## src/sv/czi_pkg.sv

```systemverilog
// Shared types and constants for the crop and 2x zoom block.
package czi_pkg;

    localparam int DEF_MAX_COLS = 1024;
    localparam int DEF_MAX_ROWS = 4096;
    localparam int QUEUE_DEPTH  = 4;

    localparam int PIX_W     = 8;
    localparam int ROW_W     = 13;
    localparam int COL_W     = 11;
    localparam int IMG_COL_W = 11;
    localparam int WIN_ROW_W = 12;
    localparam int WIN_COL_W = 10;
    localparam int CFG_W     = 12;
    localparam int CFG_ADR_W = 3;

    localparam logic [CFG_ADR_W-1:0] CFG_IMAGE_COLUMNS    = 3'd0;
    localparam logic [CFG_ADR_W-1:0] CFG_WINDOW_FIRST_ROW = 3'd1;
    localparam logic [CFG_ADR_W-1:0] CFG_WINDOW_FIRST_COL = 3'd2;
    localparam logic [CFG_ADR_W-1:0] CFG_WINDOW_LAST_ROW  = 3'd3;
    localparam logic [CFG_ADR_W-1:0] CFG_WINDOW_LAST_COL  = 3'd4;

    localparam logic [IMG_COL_W-1:0] IMAGE_COLUMNS_RESET = 11'd1024;

    typedef struct packed {
        logic [IMG_COL_W-1:0] image_columns;
        logic [WIN_ROW_W-1:0] first_row;
        logic [WIN_COL_W-1:0] first_col;
        logic [WIN_ROW_W-1:0] last_row;
        logic [WIN_COL_W-1:0] last_col;
    } t_cfg;

    // One classified window pixel as queued between front and back.
    typedef struct packed {
        logic [ROW_W-1:0] row;
        logic [COL_W-1:0] col;
        logic [PIX_W-1:0] pixel;
        logic [PIX_W-1:0] mid;
        logic             has_up;
        logic             has_left;
    } t_item;

endpackage

```

## src/sv/czi_queue.sv

```systemverilog
// Short request queue between front end and back end.
module czi_queue #(
    parameter int IDX_W = 10,
    parameter int DEPTH = czi_pkg::QUEUE_DEPTH
) (
    input  logic           i_clk,
    input  logic           i_rst_n,
    input  logic           i_push,
    input  czi_pkg::t_item i_item,
    input  logic [IDX_W-1:0] i_idx,
    output logic           o_full,
    output logic           o_valid,
    input  logic           i_pop,
    output czi_pkg::t_item o_item,
    output logic [IDX_W-1:0] o_idx
);
    import czi_pkg::*;

    localparam int PTR_W = (DEPTH > 1) ? $clog2(DEPTH) : 1;
    localparam int CNT_W = $clog2(DEPTH + 1);

    t_item            r_items [DEPTH];
    logic [IDX_W-1:0] r_idxs  [DEPTH];
    logic [PTR_W-1:0] r_wr_ptr, r_rd_ptr;
    logic [CNT_W-1:0] r_count;

    logic do_push, do_pop;

    assign o_full  = (r_count == CNT_W'(DEPTH));
    assign o_valid = (r_count != '0);
    assign do_push = i_push && !o_full;
    assign do_pop  = i_pop && o_valid;
    assign o_item  = r_items[r_rd_ptr];
    assign o_idx   = r_idxs[r_rd_ptr];

    always_ff @(posedge i_clk) begin
        if (do_push) begin
            r_items[r_wr_ptr] <= i_item;
            r_idxs[r_wr_ptr]  <= i_idx;
        end
    end

    always_ff @(posedge i_clk) begin
        if (!i_rst_n) begin
            r_wr_ptr <= '0;
            r_rd_ptr <= '0;
            r_count  <= '0;
        end else begin
            if (do_push) begin
                r_wr_ptr <= (r_wr_ptr == PTR_W'(DEPTH - 1)) ? '0 : r_wr_ptr + PTR_W'(1);
            end
            if (do_pop) begin
                r_rd_ptr <= (r_rd_ptr == PTR_W'(DEPTH - 1)) ? '0 : r_rd_ptr + PTR_W'(1);
            end
            if (do_push && !do_pop) begin
                r_count <= r_count + CNT_W'(1);
            end else if (do_pop && !do_push) begin
                r_count <= r_count - CNT_W'(1);
            end
        end
    end

endmodule

```

## config.mk

```make
export PLATFORM = sky130hd
export DESIGN_NAME = czi_queue
export DESIGN_NICKNAME = d
export VERILOG_FILES = /design/src/sv/czi_pkg.sv /design/src/sv/czi_queue.sv
export SDC_FILE = /design/constraint.sdc
export NUM_CORES = 1
export LEC_CHECK = 0
export BUFFER_PORTS_ARGS = -buffer_cell sky130_fd_sc_hd__buf_2
export CELL_PAD_IN_SITES_DETAIL_PLACEMENT = 2
export CELL_PAD_IN_SITES_GLOBAL_PLACEMENT = 2
export CORE_ASPECT_RATIO = 1.1
export CORE_MARGIN = 2
export CORE_UTILIZATION = 45
export CTS_CLUSTER_DIAMETER = 40
export CTS_CLUSTER_SIZE = 8
export DETAILED_ROUTE_END_ITERATION = 7
export MAX_ROUTING_LAYER = met4
export PLACE_DENSITY = 0.87
export SETUP_SLACK_MARGIN = 0.3
export SYNTH_ARGS = -nofsm -noshare
export SYNTH_HDL_FRONTEND = slang
export SYNTH_SLANG_ARGS = --single-unit
```

## constraint.sdc

```tcl
create_clock -name i_clk -period 3 [get_ports i_clk]
set_input_delay 0.6 -clock i_clk [delete_from_list [all_inputs] [get_ports i_clk]]
set_output_delay 0.6 -clock i_clk [all_outputs]
set_load 0.01 [all_outputs]
```

Yosys cells after proc, flatten, opt, wreduce, memory -nomap -nowiden
Memories as Yosys holds them, arrays and structs flattened. A register that Yosys moved wholly into a read port is not among the register bits. Cells that the tools add are included.

Register bits: 7. Memory bits (writable): 208. Input bits: 56. Output and inout port bits: 54. Logic and storage cells: 31. Memories: 2.

Add/sub/neg operators: 4. Equal/unequal tests: 3. Multiplexer cells: 10. Reduce and logical (&&, ||, !) cells: 9.

Memories: r_items (depth 4, bits a word 42, read ports 1, clocked after Yosys merged registers in 1, wr ports 1, line czi_queue.sv:22) `t_item r_items [DEPTH];`; r_idxs (depth 4, bits a word 10, read ports 1, clocked after Yosys merged registers in 1, wr ports 1, line czi_queue.sv:23) `logic [IDX_W-1:0] r_idxs [DEPTH];`.

Operators with widths (count): 2-bit two-way mux (6); 3-bit two-way mux (2); 2-bit by 1-bit adder with 2-bit output, second input constant (2); 2-bit equality test, second input constant (2); 1-bit logical AND (4); 3-bit by 1-bit adder with 3-bit output, second input constant (1); 3-bit equality test, second input constant (1); 1-bit logical NOT (3); 3-bit nonzero test (1); 3-bit by 1-bit subtractor with 3-bit output, second input constant (1); 1-bit two-way mux (2); 2-bit nonzero test (1).

Longest topological paths before layout
Depth after elaboration: 7. Mapped depth: 9. Mapped depth without buffers: 8.

Worst setup path before layout
No wires, ideal clock.

Path type: in2reg. Start: input i_push. End: memory r_idxs[0][0] (enable). Library setup time: 0.415 ns. Arrival: 2.126 ns. Data required time: 2.585 ns. Path slack: 0.459 ns. Cell stages on the path: 3. Path buffers: 1. Cells stage by stage: nor2b_1 -> buf_2 -> and2_1.

Cells in the longest elaborated chain, start to end: 3.

Ends and longest elaborated chain: start: declaration (line czi_queue.sv:8) `input logic i_push,`; 1-bit logical AND (line czi_queue.sv:31) `assign do_push = i_push && !o_full;`; named net do_push (line czi_queue.sv:27) `logic do_push, do_pop;`; 1-bit two-way mux (line czi_queue.sv:37) `if (do_push) begin`; 1-bit two-way mux (implied by the code) (line czi_queue.sv:39) `r_idxs[r_wr_ptr] <= i_idx;`; end: declaration (line czi_queue.sv:23).

The timed path passes the listed nets, and every way through them passes these cells.

==> flow_summary.json <==
{
  "cp-end-kind": "primary output",
  "max_freq_mhz": 392,
  "holdCritPathClass": "in2reg",
  "core_um2": 17600,
  "clk_pin_slew_ns": 0.05,
  "synthSimpleGateAreaFrac": 0.0135,
  "synth.most_common_cell": "edfxtp_1",
  "drt-pass1-iter-count": 4,
  "clock_path_buffers": 3,
  "p_int_w": 0.00703,
  "fin_crit_ns": 2.55,
  "synth_top_cell_area_share": 0.776,
  "synthAdderAreaFrac": 0.0118,
  "initial_core_util": 0.457,
  "vias_per_cell": 5.35,
  "setup_viol": 0,
  "gp_congestion": 0.681,
  "reg2reg_slack_ns": 0.55,
  "netlist_instances": 323,
  "pwr-share-clk": 0.389,
  "synth_fp_nets": 386,
  "diodes": 0,
  "synth_top_family_by_area": "multiplexers",
  "drc": 0,
  "p_per_area_nw_per_um2": 946,
  "holdPathEnd": "r_items[1][31]$_DFFE_PP_",
  "synth_area_leaders": "edfxtp_1 (78%), mux4_2 (14%), dfxtp_1 (2.2%)",
  "grt_usage": 0.224,
  "hold_viol": 0,
  "grt.overflow.total": 0,
  "ctsHoldBuffers": 0,
  "synth.avg_cell_area_um2": 24.9,
  "switchingPower_w": 0.00244,
  "ys_warn_count": 0,
  "reg2reg_to": "r_count[2]$_SDFFE_PN0P_",
  "drv_cap": 0,
  "worstHoldStart": "i_item[31]",
  "numCtsBuffers": 36,
  "syn_area_um2": 8050,
  "r2r_cells": 7,
  "layout.nets": 531,
  "vias": 3876,
  "p_leak_nw": 3.44,
  "synth_edf_count": 208,
  "clock-sinks": 217,
  "r2r_start": "r_count[0]$_SDFFE_PN0P_",
  "ioPinCount": 110,
  "layout_worst_path_cycle_share": 0.851,
  "ys_ff_latch": 217,
  "cts_root_buffer": "clkbuf_16",
  "grt_pass1_vias": 4379,
  "synth_compound_area_frac": 0.00373,
  "synth_cell_types": 24,
  "antenna_found_initial": 0,
  "p_seq_frac": 0.411,
  "crit_required_ns": 2.40,
  "synth_top_area_cell": "edfxtp_1",
  "wl_per_cell_um": 27.4,
  "async_flop_share": 0,
  "tritoncts": "built",
  "grt_pass1_wl_um": 29800,
  "rsz0062_at_grt": "no",
  "finClkSkew_ns": 0.0179,
  "clock_latency_ns": 0.49,
  "relSlewSlack": 0.565,
  "finalMaxSlewViolations": 0,
  "die_area_um2": 19000,
  "crit_type": "reg2out",
  "cp.arrival_ns": 1.95,
  "p_sw_frac": 0.258,
  "fin_tns_setup_ns": 0,
  "ir_drop_mv": 0.448,
  "worstMarginPinSlew_ns": 0.647,
  "ys_seq_area_frac": 0.799,
  "die_y_um": 144,
  "holdPathStages": 1,
  "routed_wl_um": 19800,
  "cp_max_fo": 15,
  "area_growth_pct": 24.4,
  "muxShareOfSynthArea": 0.150,
  "power_w": 0.00947,
  "critPathLaunchType": "register",
  "synth_xor_area_frac": 0.00218,
  "row_count": 51,
  "synth_top_flop_cell": "edfxtp_1",
  "synthTopCellsByCount": "edfxtp_1 (208), mux4_2 (50), dfxtp_1 (9)",
  "grt_max_degree": 53,
  "drtAntennaViolNets": 0,
  "drive_above_1_share": 0.451,
  "h-tree-depth": 2,
  "numPortBuffers": 109,
  "drt_iter0_drc": 326,
  "dp_hpwl_um": 11500,
  "die_w_um": 131,
  "p_comb_frac": 0.200,
  "status": "finished, final reports clean"
}
==> cells by family (layout without fill, tap and decap cells) <==
| group | after synthesis | after routing |
|---|---|---|
| flops | 217 | 217 |
| mux | 55 | 55 |
| simple gates | 20 | 20 |
| buf+inv | 17 | 180 |
| fa+ha+maj | 7 | 7 |
| compound gates | 5 | 5 |
| xor+xnor | 2 | 2 |
==> repair_timing <==
| item | CTS | global route |
|---|---|---|
| endpoints found under the setup margin | 10 | 23 |
| pin swaps | 0 | 0 |
| gates cloned | 1 | 0 |
| setup buffers | 0 | 2 |
| gates resized for setup | 3 | 0 |
==> critical path, stage by stage, from the launching register on <==
cell       delay (ns)
dfxtp_4          0.44
bufbuf_16        0.35
mux4_2           0.52
buf_2            0.16
==> cell usage in the layout (no fill, tap or decap), types with 2 or more instances in the layout <==
| master | instances |
|---|---|
| clkbuf_1 | 9 |
| ha_1 | 6 |
| nor2_1 | 2 |
| buf_2 | 109 |
| dfxtp_4 | 2 |
| clkbuf_16 | 37 |
| buf_4 | 4 |
| or3_1 | 2 |
| nor2b_1 | 2 |
| buf_12 | 5 |
| inv_1 | 3 |
| mux4_1 | 2 |
| and2_2 | 4 |
| mux2i_1 | 3 |
| clkinv_2 | 2 |
| nand3_1 | 2 |
| bufinv_16 | 2 |
| clkinv_1 | 6 |
| mux4_2 | 50 |
| o21ai_0 | 3 |
| edfxtp_1 | 208 |
| dfxtp_1 | 7 |
| nand2_1 | 6 |
==> cell type report <==
class | instances | area [um2]
Fill cell | 1488 | 7600
Timing Repair Buffer | 121 | 747
Clock buffer | 46 | 960
Sequential cell | 217 | 6430
Tap cell | 238 | 298
Inverter | 3 | 11.3
Clock inverter | 10 | 92.6
Multi-Input combinational cell | 89 | 1470
==> power groups by stage <==
stage	sequential [W]	clock (W)	combinational, W
after floorplan	0.00383	0	0.00127
after global placement	0.00388	0	0.00174
after detailed placement	0.00394	0	0.00185
after CTS	0.00391	0.00375	0.00191
after global routing	0.00392	0.00389	0.00206
final	0.00389	0.00368	0.00189
==> registers in the layout (all words and copies together), names as in the netlist, named ones only <==
register,flops
r_items,168
r_idxs,40
r_count,3
r_rd_ptr,2
r_wr_ptr,2
==> through the flow <==
stage                      util  std cells  setup slack (ns)  hold WS [ns]  area (um2)
after floorplan               -        323             0.459         0.468        8050
after global placement    0.505        665             0.749         0.481        8890
after detailed placement  0.505        665             0.484         0.509        8890
after CTS                 0.567        722             0.303         0.320        9990
after global routing      0.568        724             0.372         0.328       10000
final                     0.568        724             0.447         0.335       10000
==> layer usage <==
layer	part of all wire	track usage
met5	0	-
met3	0.047	0.0494
met1	0.39	0.265
met4	0.022	0.0664
met2	0.54	0.392
==> worst max path at each step <==
stage	slack, ns	from	endpoint	cells after the start
global route	0.37	r_count[0]$_SDFFE_PN0P_	r_count[2]$_SDFFE_PN0P_	7
global placement	0.75	i_push	r_count[2]$_SDFFE_PN0P_	9
finish	0.45	register	o_item[17]	3
floorplan	0.46	i_push	r_idxs[0][0]$_DFFE_PP_	3
CTS	0.30	register	o_idx[8]	3
detailed placement	0.48	r_count[0]$_SDFFE_PN0P_	r_count[2]$_SDFFE_PN0P_	7
No activity file was read; power rests on OpenSTA's default activity.
