<file path="src/sv/czi_pkg.sv">
// Shared types and constants for the crop and 2x zoom block.
package czi_pkg;

    localparam int DEF_MAX_COLS = 1024;
    localparam int DEF_MAX_ROWS = 4096;
    localparam int QUEUE_DEPTH  = 4;

    localparam int PIX_W     = 8;
    localparam int ROW_W     = 13;
    localparam int COL_W     = 11;
    localparam int IMG_COL_W = 11;
    localparam int WIN_ROW_W = 12;
    localparam int WIN_COL_W = 10;
    localparam int CFG_W     = 12;
    localparam int CFG_ADR_W = 3;

    localparam logic [CFG_ADR_W-1:0] CFG_IMAGE_COLUMNS    = 3'd0;
    localparam logic [CFG_ADR_W-1:0] CFG_WINDOW_FIRST_ROW = 3'd1;
    localparam logic [CFG_ADR_W-1:0] CFG_WINDOW_FIRST_COL = 3'd2;
    localparam logic [CFG_ADR_W-1:0] CFG_WINDOW_LAST_ROW  = 3'd3;
    localparam logic [CFG_ADR_W-1:0] CFG_WINDOW_LAST_COL  = 3'd4;

    localparam logic [IMG_COL_W-1:0] IMAGE_COLUMNS_RESET = 11'd1024;

    typedef struct packed {
        logic [IMG_COL_W-1:0] image_columns;
        logic [WIN_ROW_W-1:0] first_row;
        logic [WIN_COL_W-1:0] first_col;
        logic [WIN_ROW_W-1:0] last_row;
        logic [WIN_COL_W-1:0] last_col;
    } t_cfg;

    // One classified window pixel as queued between front and back.
    typedef struct packed {
        logic [ROW_W-1:0] row;
        logic [COL_W-1:0] col;
        logic [PIX_W-1:0] pixel;
        logic [PIX_W-1:0] mid;
        logic             has_up;
        logic             has_left;
    } t_item;

endpackage

</file>
<file path="src/sv/czi_front.sv">
// Front end: source position counters, crop window test and request classification.
module czi_front #(
    parameter int MAX_COLS = czi_pkg::DEF_MAX_COLS,
    parameter int MAX_ROWS = czi_pkg::DEF_MAX_ROWS,
    parameter int IDX_W    = $clog2(MAX_COLS)
) (
    input  logic                      i_clk,
    input  logic                      i_rst_n,
    input  czi_pkg::t_cfg             i_cfg,
    input  logic                      i_s_tvalid,
    output logic                      o_s_tready,
    input  logic [czi_pkg::PIX_W-1:0] i_pixel,
    input  logic                      i_queue_full,
    output logic                      o_push,
    output czi_pkg::t_item            o_item,
    output logic [IDX_W-1:0]          o_idx
);
    import czi_pkg::*;

    localparam int CW   = IDX_W;
    localparam int RW   = $clog2(MAX_ROWS);
    localparam int CMPW = (CW + 1 > IMG_COL_W) ? CW + 1 : IMG_COL_W;
    localparam int CCW  = (CW > WIN_COL_W) ? CW : WIN_COL_W;
    localparam int RCW  = (RW > WIN_ROW_W) ? RW : WIN_ROW_W;

    logic [CW-1:0]    r_col, n_col;
    logic [RW-1:0]    r_row, n_row;
    logic [PIX_W-1:0] r_left;

    logic          accept;
    logic          in_win;
    logic [CW:0]   col_inc;
    logic [RW:0]   row_inc;
    logic [CW-1:0] wc;
    logic [RW-1:0] wr;
    logic [PIX_W:0] mid_sum;

    assign o_s_tready = !i_queue_full;
    assign accept     = i_s_tvalid && o_s_tready;

    assign in_win = (RCW'(r_row) >= RCW'(i_cfg.first_row)) &&
                    (RCW'(r_row) <= RCW'(i_cfg.last_row)) &&
                    (CCW'(r_col) >= CCW'(i_cfg.first_col)) &&
                    (CCW'(r_col) <= CCW'(i_cfg.last_col));

    assign wr      = RW'(RCW'(r_row) - RCW'(i_cfg.first_row));
    assign wc      = CW'(CCW'(r_col) - CCW'(i_cfg.first_col));
    assign mid_sum = {1'b0, r_left} + {1'b0, i_pixel};

    always_comb begin
        o_item.row      = ROW_W'({wr, 1'b0});
        o_item.col      = COL_W'({wc, 1'b0});
        o_item.pixel    = i_pixel;
        o_item.mid      = mid_sum[PIX_W:1];
        o_item.has_up   = (wr != '0);
        o_item.has_left = (wc != '0);
    end

    assign o_idx  = wc;
    assign o_push = accept && in_win;

    assign col_inc = {1'b0, r_col} + (CW+1)'(1);
    assign row_inc = {1'b0, r_row} + (RW+1)'(1);

    always_comb begin
        n_col = r_col;
        n_row = r_row;
        if (accept) begin
            // wrap at the image width or at the line store limit
            if ((CMPW'(col_inc) >= CMPW'(i_cfg.image_columns)) ||
                (col_inc >= (CW+1)'(MAX_COLS))) begin
                n_col = '0;
                n_row = (row_inc >= (RW+1)'(MAX_ROWS)) ? '0 : row_inc[RW-1:0];
            end else begin
                n_col = col_inc[CW-1:0];
            end
        end
    end

    always_ff @(posedge i_clk) begin
        if (!i_rst_n) begin
            r_col  <= '0;
            r_row  <= '0;
            r_left <= '0;
        end else begin
            r_col <= n_col;
            r_row <= n_row;
            if (accept) begin
                r_left <= i_pixel;
            end
        end
    end

endmodule

</file>
<file path="config.mk">
export PLATFORM = sky130hd
export DESIGN_NAME = czi_front
export DESIGN_NICKNAME = d
export VERILOG_FILES = /design/src/sv/czi_pkg.sv /design/src/sv/czi_front.sv
export SDC_FILE = /design/constraint.sdc
export NUM_CORES = 1
export LEC_CHECK = 0
export ABC_AREA = 0
export BUFFER_PORTS_ARGS = -buffer_cell sky130_fd_sc_hd__buf_4
export CAP_MARGIN = 10
export CORE_MARGIN = 2
export CORE_UTILIZATION = 35
export DETAILED_ROUTE_END_ITERATION = 16
export PLACE_DENSITY = 0.6
export RECOVER_POWER = 50
export SLEW_MARGIN = 20
export SYNTH_ARGS = -nofsm -noshare
export SYNTH_HDL_FRONTEND = slang
export SYNTH_SLANG_ARGS = --single-unit
</file>
<file path="constraint.sdc">
create_clock -name i_clk -period 3.73 [get_ports i_clk]
set_clock_uncertainty 0.2 [all_clocks]
set_input_delay 0.1865 -clock i_clk [delete_from_list [all_inputs] [get_ports i_clk]]
set_output_delay 0.1865 -clock i_clk [all_outputs]
set_load 0.02 [all_outputs]
</file>
# --- Yosys cells after proc, flatten, opt, wreduce, memory -nomap -nowiden ---
# Cells that the tools add are included.
# W data, S select, Z words.
totals:
  ff_bits: 30
  latchBits: 0
  ramBits: 0
  mem_bits_ro: 0
  in_bits: 67
  out_inout_bits: 54
  word_cells: 27
  n_memories: 0
classes:
  n_addsub: 5
  mul: 0
  div_mod_pow: 0
  order_cmp: 7
  eq_ne: 0
  shift: 0
  muxes: 2
  bitwise_logic: 0
  reduce_logical: 10
ops:
  columns: ["operator", "n"]
  rows:
  - ["$add A12 B1 Y13 const B", 1]
  - ["$ge A13 B13 Y1 const B", 1]
  - ["$ge A12 B12 Y1", 1]
  - ["$le A12 B12 Y1", 1]
  - ["$mux W12", 1]
  - ["$reduce_bool A12 Y1", 1]
  - ["$sub A12 B12 Y12", 1]
  - ["$add A10 B1 Y11 const B", 1]
  - ["$ge A11 B11 Y1", 1]
  - ["$ge A11 B11 Y1 const B", 1]
  - ["$ge A10 B10 Y1", 1]
  - ["$le A10 B10 Y1", 1]
  - ["$mux W10", 1]
  - ["$reduce_bool A10 Y1", 1]
  - ["$sub A10 B10 Y10", 1]
  - ["$add A8 B8 Y9", 1]
  - ["$logic_and A1 B1 Y1", 5]
  - ["$reduce_and A2 Y1", 1]
  - ["$logic_not A1 Y1", 1]
  - ["$logic_or A1 B1 Y1", 1]

# --- Depth between registers and ports, before layout ---
depth:
  depth_word: 5
  ltp_mapped: 14
  depth_no_buf: 13

# --- Worst setup path before layout ---
# No wires, ideal clock.
synth_path:
  path_kind: "reg-to-output"
  from: "reg r_row[0]"
  to: "out o_item[1] (netlist bit)"
  arrival_ps: 3119
  t_required_ps: 3343
  setup_slack_ps: 224
  path_stages_with_launch: 11
  n_path_buf: 0
  cell_sequence: "dfxtp_1 inv_1 ha_1 fa_1 nand2b_1 a21oi_2 a21oi_2 xnor2_1 or4b_1 or4_1 or4_1"
synth_rtl:
  columns: ["element", "line_no", "source"]
  rows:
  - ["from (decl)", "czi_front.sv:27", "logic [RW-1:0] r_row, n_row;"]
  - ["from (signal assigned)", "czi_front.sv:87", "r_row <= n_row;"]
  - ["to (decl)", "czi_front.sv:15", "output czi_pkg::t_item o_item,"]

==> metrics <==
share of the synthesized area in the top cell type=0.211; Die H=108 µm; relative max-transition margin=0.512; FMAX=between 200 and 300 MHz; total of warnings raised by yosys=0; Std-Cell Rows=37; Final Power=1.01 mW; synthesized flop and latch total=30; # placed instances=746; total negative slack=0 ns; startpoint type of the worst setup path=register; most frequent cells in the layout=buf_4 (101), inv_1 (70), ha_1 (63); critical path class=register to primary output; worst hold path depth=2; Non-Filler Instances=around 760; MaxCap Viol Count=0; reg2reg start=r_col[1]$_SDFFE_PN0P_; VDD IR-drop max=about 0.14 mV; Multi-input gate area=2790 µm²; I/O pins=121; final wirelength=10.3 mm; Mapped Area=between 3000 and 4000 µm²; CTS Buffer Depth=2; Hold Vio Cnt, Final=0; Main synth FF type=dfxtp_1; crit path from=r_row[0]$_SDFFE_PN0P_; max-slew violations=0; first-pass GRT wire length=between 15 and 20 mm; CTS clock-pin slew for the worst setup and hold paths=0.07 ns; GR Overflow Total=0; layout overhead on the synthesized area=28.7%; Worst EP required=3.34 ns; Util after Layout=0.468; R2R setup slack=roughly 0.30 ns; CTS tree=done; asr flop ratio synth=0; pin count of the biggest net entering global routing=22; Num Clock Sinks=30; cts bufs inserted=5; post-CTS setup repair buffer count=0; Final #Nets=roughly 760; Clk network pwr share=0.333; worst slew pin tran=0.725 ns; P_int=roughly 0.69 mW; placed wire-length estimate=roughly 8.4 mm; clk root buf=clkbuf_8; Vias=between 3000 and 4000; end of the worst register-to-register path=r_row[8]$_SDFFE_PN0P_; vias in the first global route=3651; Logic pwr share=0.343; DRC errors left=0; Worst Path Max Fanout=5; most common cell after layout, fill and taps aside=buf_4; Detailed Route Iter0 Violations=134; fin crit share=0.996; leakage dissipation=2.52 nW; top post-synthesis cells by area=ha_1 (21%), dfxtp_1 (16%), inv_1 (7.0%), nand2_1 (5.1%), a21oi_1 (5.0%); Total GRT Usage=0.174; Post-synth EDFFs=0; initial antenna violation count=0; HP Class=input pin to register; antenna viol nets, final=0; placer congestion estimate=0.922; IO Port Bufs=118; Setup crit end kind=primary output; sequential fraction of the synthesis area=0.159; synthesized area per cell=approximately 7.4 µm²; Yosys top cell by area=ha_1; DR WL/cell=13.5 µm; Switching Fraction=0.319; reg2reg path depth=11; RSZ-0062 raised after global routing=yes; initial core utilization=0.364; PwrDens=about 210 nW/µm²; Die ar.=11700 µm²; cells after synthesis=512; H-tree levels=2; Antenna Cells=0; layout cell share with drive strength beyond 1=0.211; register share of total power=0.324; Die X=108 µm; final setup violation count=0; Reg area=608 µm²; Netlist cell types=55; P_sw=0.324 mW; Pre-Repair DR Iteration Count=5; Fill cells=1070; status=finished, final reports clean; clk_lat worst skew=0.28 ns; Core ar.=10400 µm²; final worst path period need=between 3 and 4 ns; Worst EP arrival=3.33 ns; CP endpoint=o_item[1]; vias per cell=5.10
-- cell usage after synthesis, types with 2 or more instances --
cell type,number
inv_1,71
ha_1,64
nand2_1,51
a21oi_1,38
dfxtp_1,30
nor2_1,29
o21ai_0,28
buf_4,20
xnor2_1,19
nand3_1,17
nand2b_1,12
nor2b_1,12
xor2_1,12
nand4_1,10
a22o_1,7
and3_1,7
nor3_1,7
a21o_1,6
or4_1,6
clkbuf_1,5
o21a_1,5
a21oi_2,4
mux2i_1,4
o21bai_1,4
o31ai_1,4
a211oi_1,3
a21boi_0,3
fa_1,3
nor4_1,3
a31oi_1,2
o22ai_1,2
-- how the worst min path moves through the flow --
stage | end | from | slack [ns]
2_1_floorplan | r_left[2]$_SDFFE_PN0P_ | i_pixel[2] | 0.12
3_3_place_gp | r_left[7]$_SDFFE_PN0P_ | r_left[7]$_SDFFE_PN0P_ | 0.25
3_5_place_dp | r_left[5]$_SDFFE_PN0P_ | r_left[5]$_SDFFE_PN0P_ | 0.26
4_1_cts | r_row[3]$_SDFFE_PN0P_ | i_rst_n | 0.05
5_1_grt | r_row[3]$_SDFFE_PN0P_ | i_rst_n | 0.06
6_report | r_row[3]$_SDFFE_PN0P_ | i_rst_n | 0.06
-- state kept, by name, summed over array words and instances (netlist names) --
name / flops
r_col: 10
r_left: 8
r_row: 12
-- final cells by class --
type | instances | share of cell area
sequential | 30 | 0.125
tap | 136 | 0.0349
multi-input combinational | 385 | 0.572
clock buffer | 6 | 0.0169
timing repair buffer | 132 | 0.191
clock inverter | 1 | 0.00616
inverter | 71 | 0.0547
-- what timing repair did --
| action | in CTS | in global routing |
|---|---|---|
| pin swaps | 1 | 3 |
| hold endpoints to repair | 8 | 0 |
| hold buffers | 8 | 0 |
| resized for setup | 4 | 12 |
| gates cloned | 0 | 0 |
| setup endpoints to repair | 1 | 19 |
-- power groups by stage --
| stage | combinational, mW | clock, mW | sequential [mW] |
|---|---|---|---|
| after floorplan | 0.216 | 0 | 0.336 |
| after global placement | 0.354 | 0 | 0.336 |
| after detailed placement | 0.358 | 0 | 0.336 |
| after CTS | 0.366 | 0.344 | 0.329 |
| after global routing | 0.383 | 0.359 | 0.329 |
| final | 0.348 | 0.338 | 0.328 |
-- routing by layer --
| layer | vias up | track usage | part of all wire | wire (µm) |
|---|---|---|---|---|
| li1 | 1988 | - | - | - |
| met1 | 1794 | 0.220 | 0.45 | 4600 |
| met2 | 93 | 0.314 | 0.50 | 5110 |
| met3 | 6 | 0.0253 | 0.046 | 472 |
| met4 | 0 | 0.0357 | 0.0088 | 90 |
| met5 | - | 0 | 0 | 0 |
-- logic make-up after synthesis --
group,after synthesis,share of synthesized area
compound gates,120,0.203
xor+xnor,31,0.0717
fa+ha+maj,67,0.227
buf+inv,98,0.117
flops,30,0.159
mux,4,0.0106
other cells,1,0.000990
simple gates,161,0.211
-- stage by stage --
step           setup WS, ns  instance area [µm²]  hold WS (ns)
4_1_cts              0.0224                 4910        0.0543
2_1_floorplan         0.224                 3790         0.122
5_1_grt             -0.0863                 4870        0.0619
3_3_place_gp          0.256                 4710         0.249
6_report             0.0140                 4870        0.0604
3_5_place_dp          0.157                 4710         0.256
-- worst max-delay path, stage by stage, from the launching register on --
cell      delay (ns)
dfxtp_4         0.37
inv_2           0.05
ha_2            0.18
fa_2            0.35
nand2b_4        0.16
a21oi_4         0.13
buf_4           0.14
xor2_1          0.07
or4b_1          0.51
or4_4           0.52
or4_1           0.41
buf_4           0.17
(Power assumes the default switching activity.)
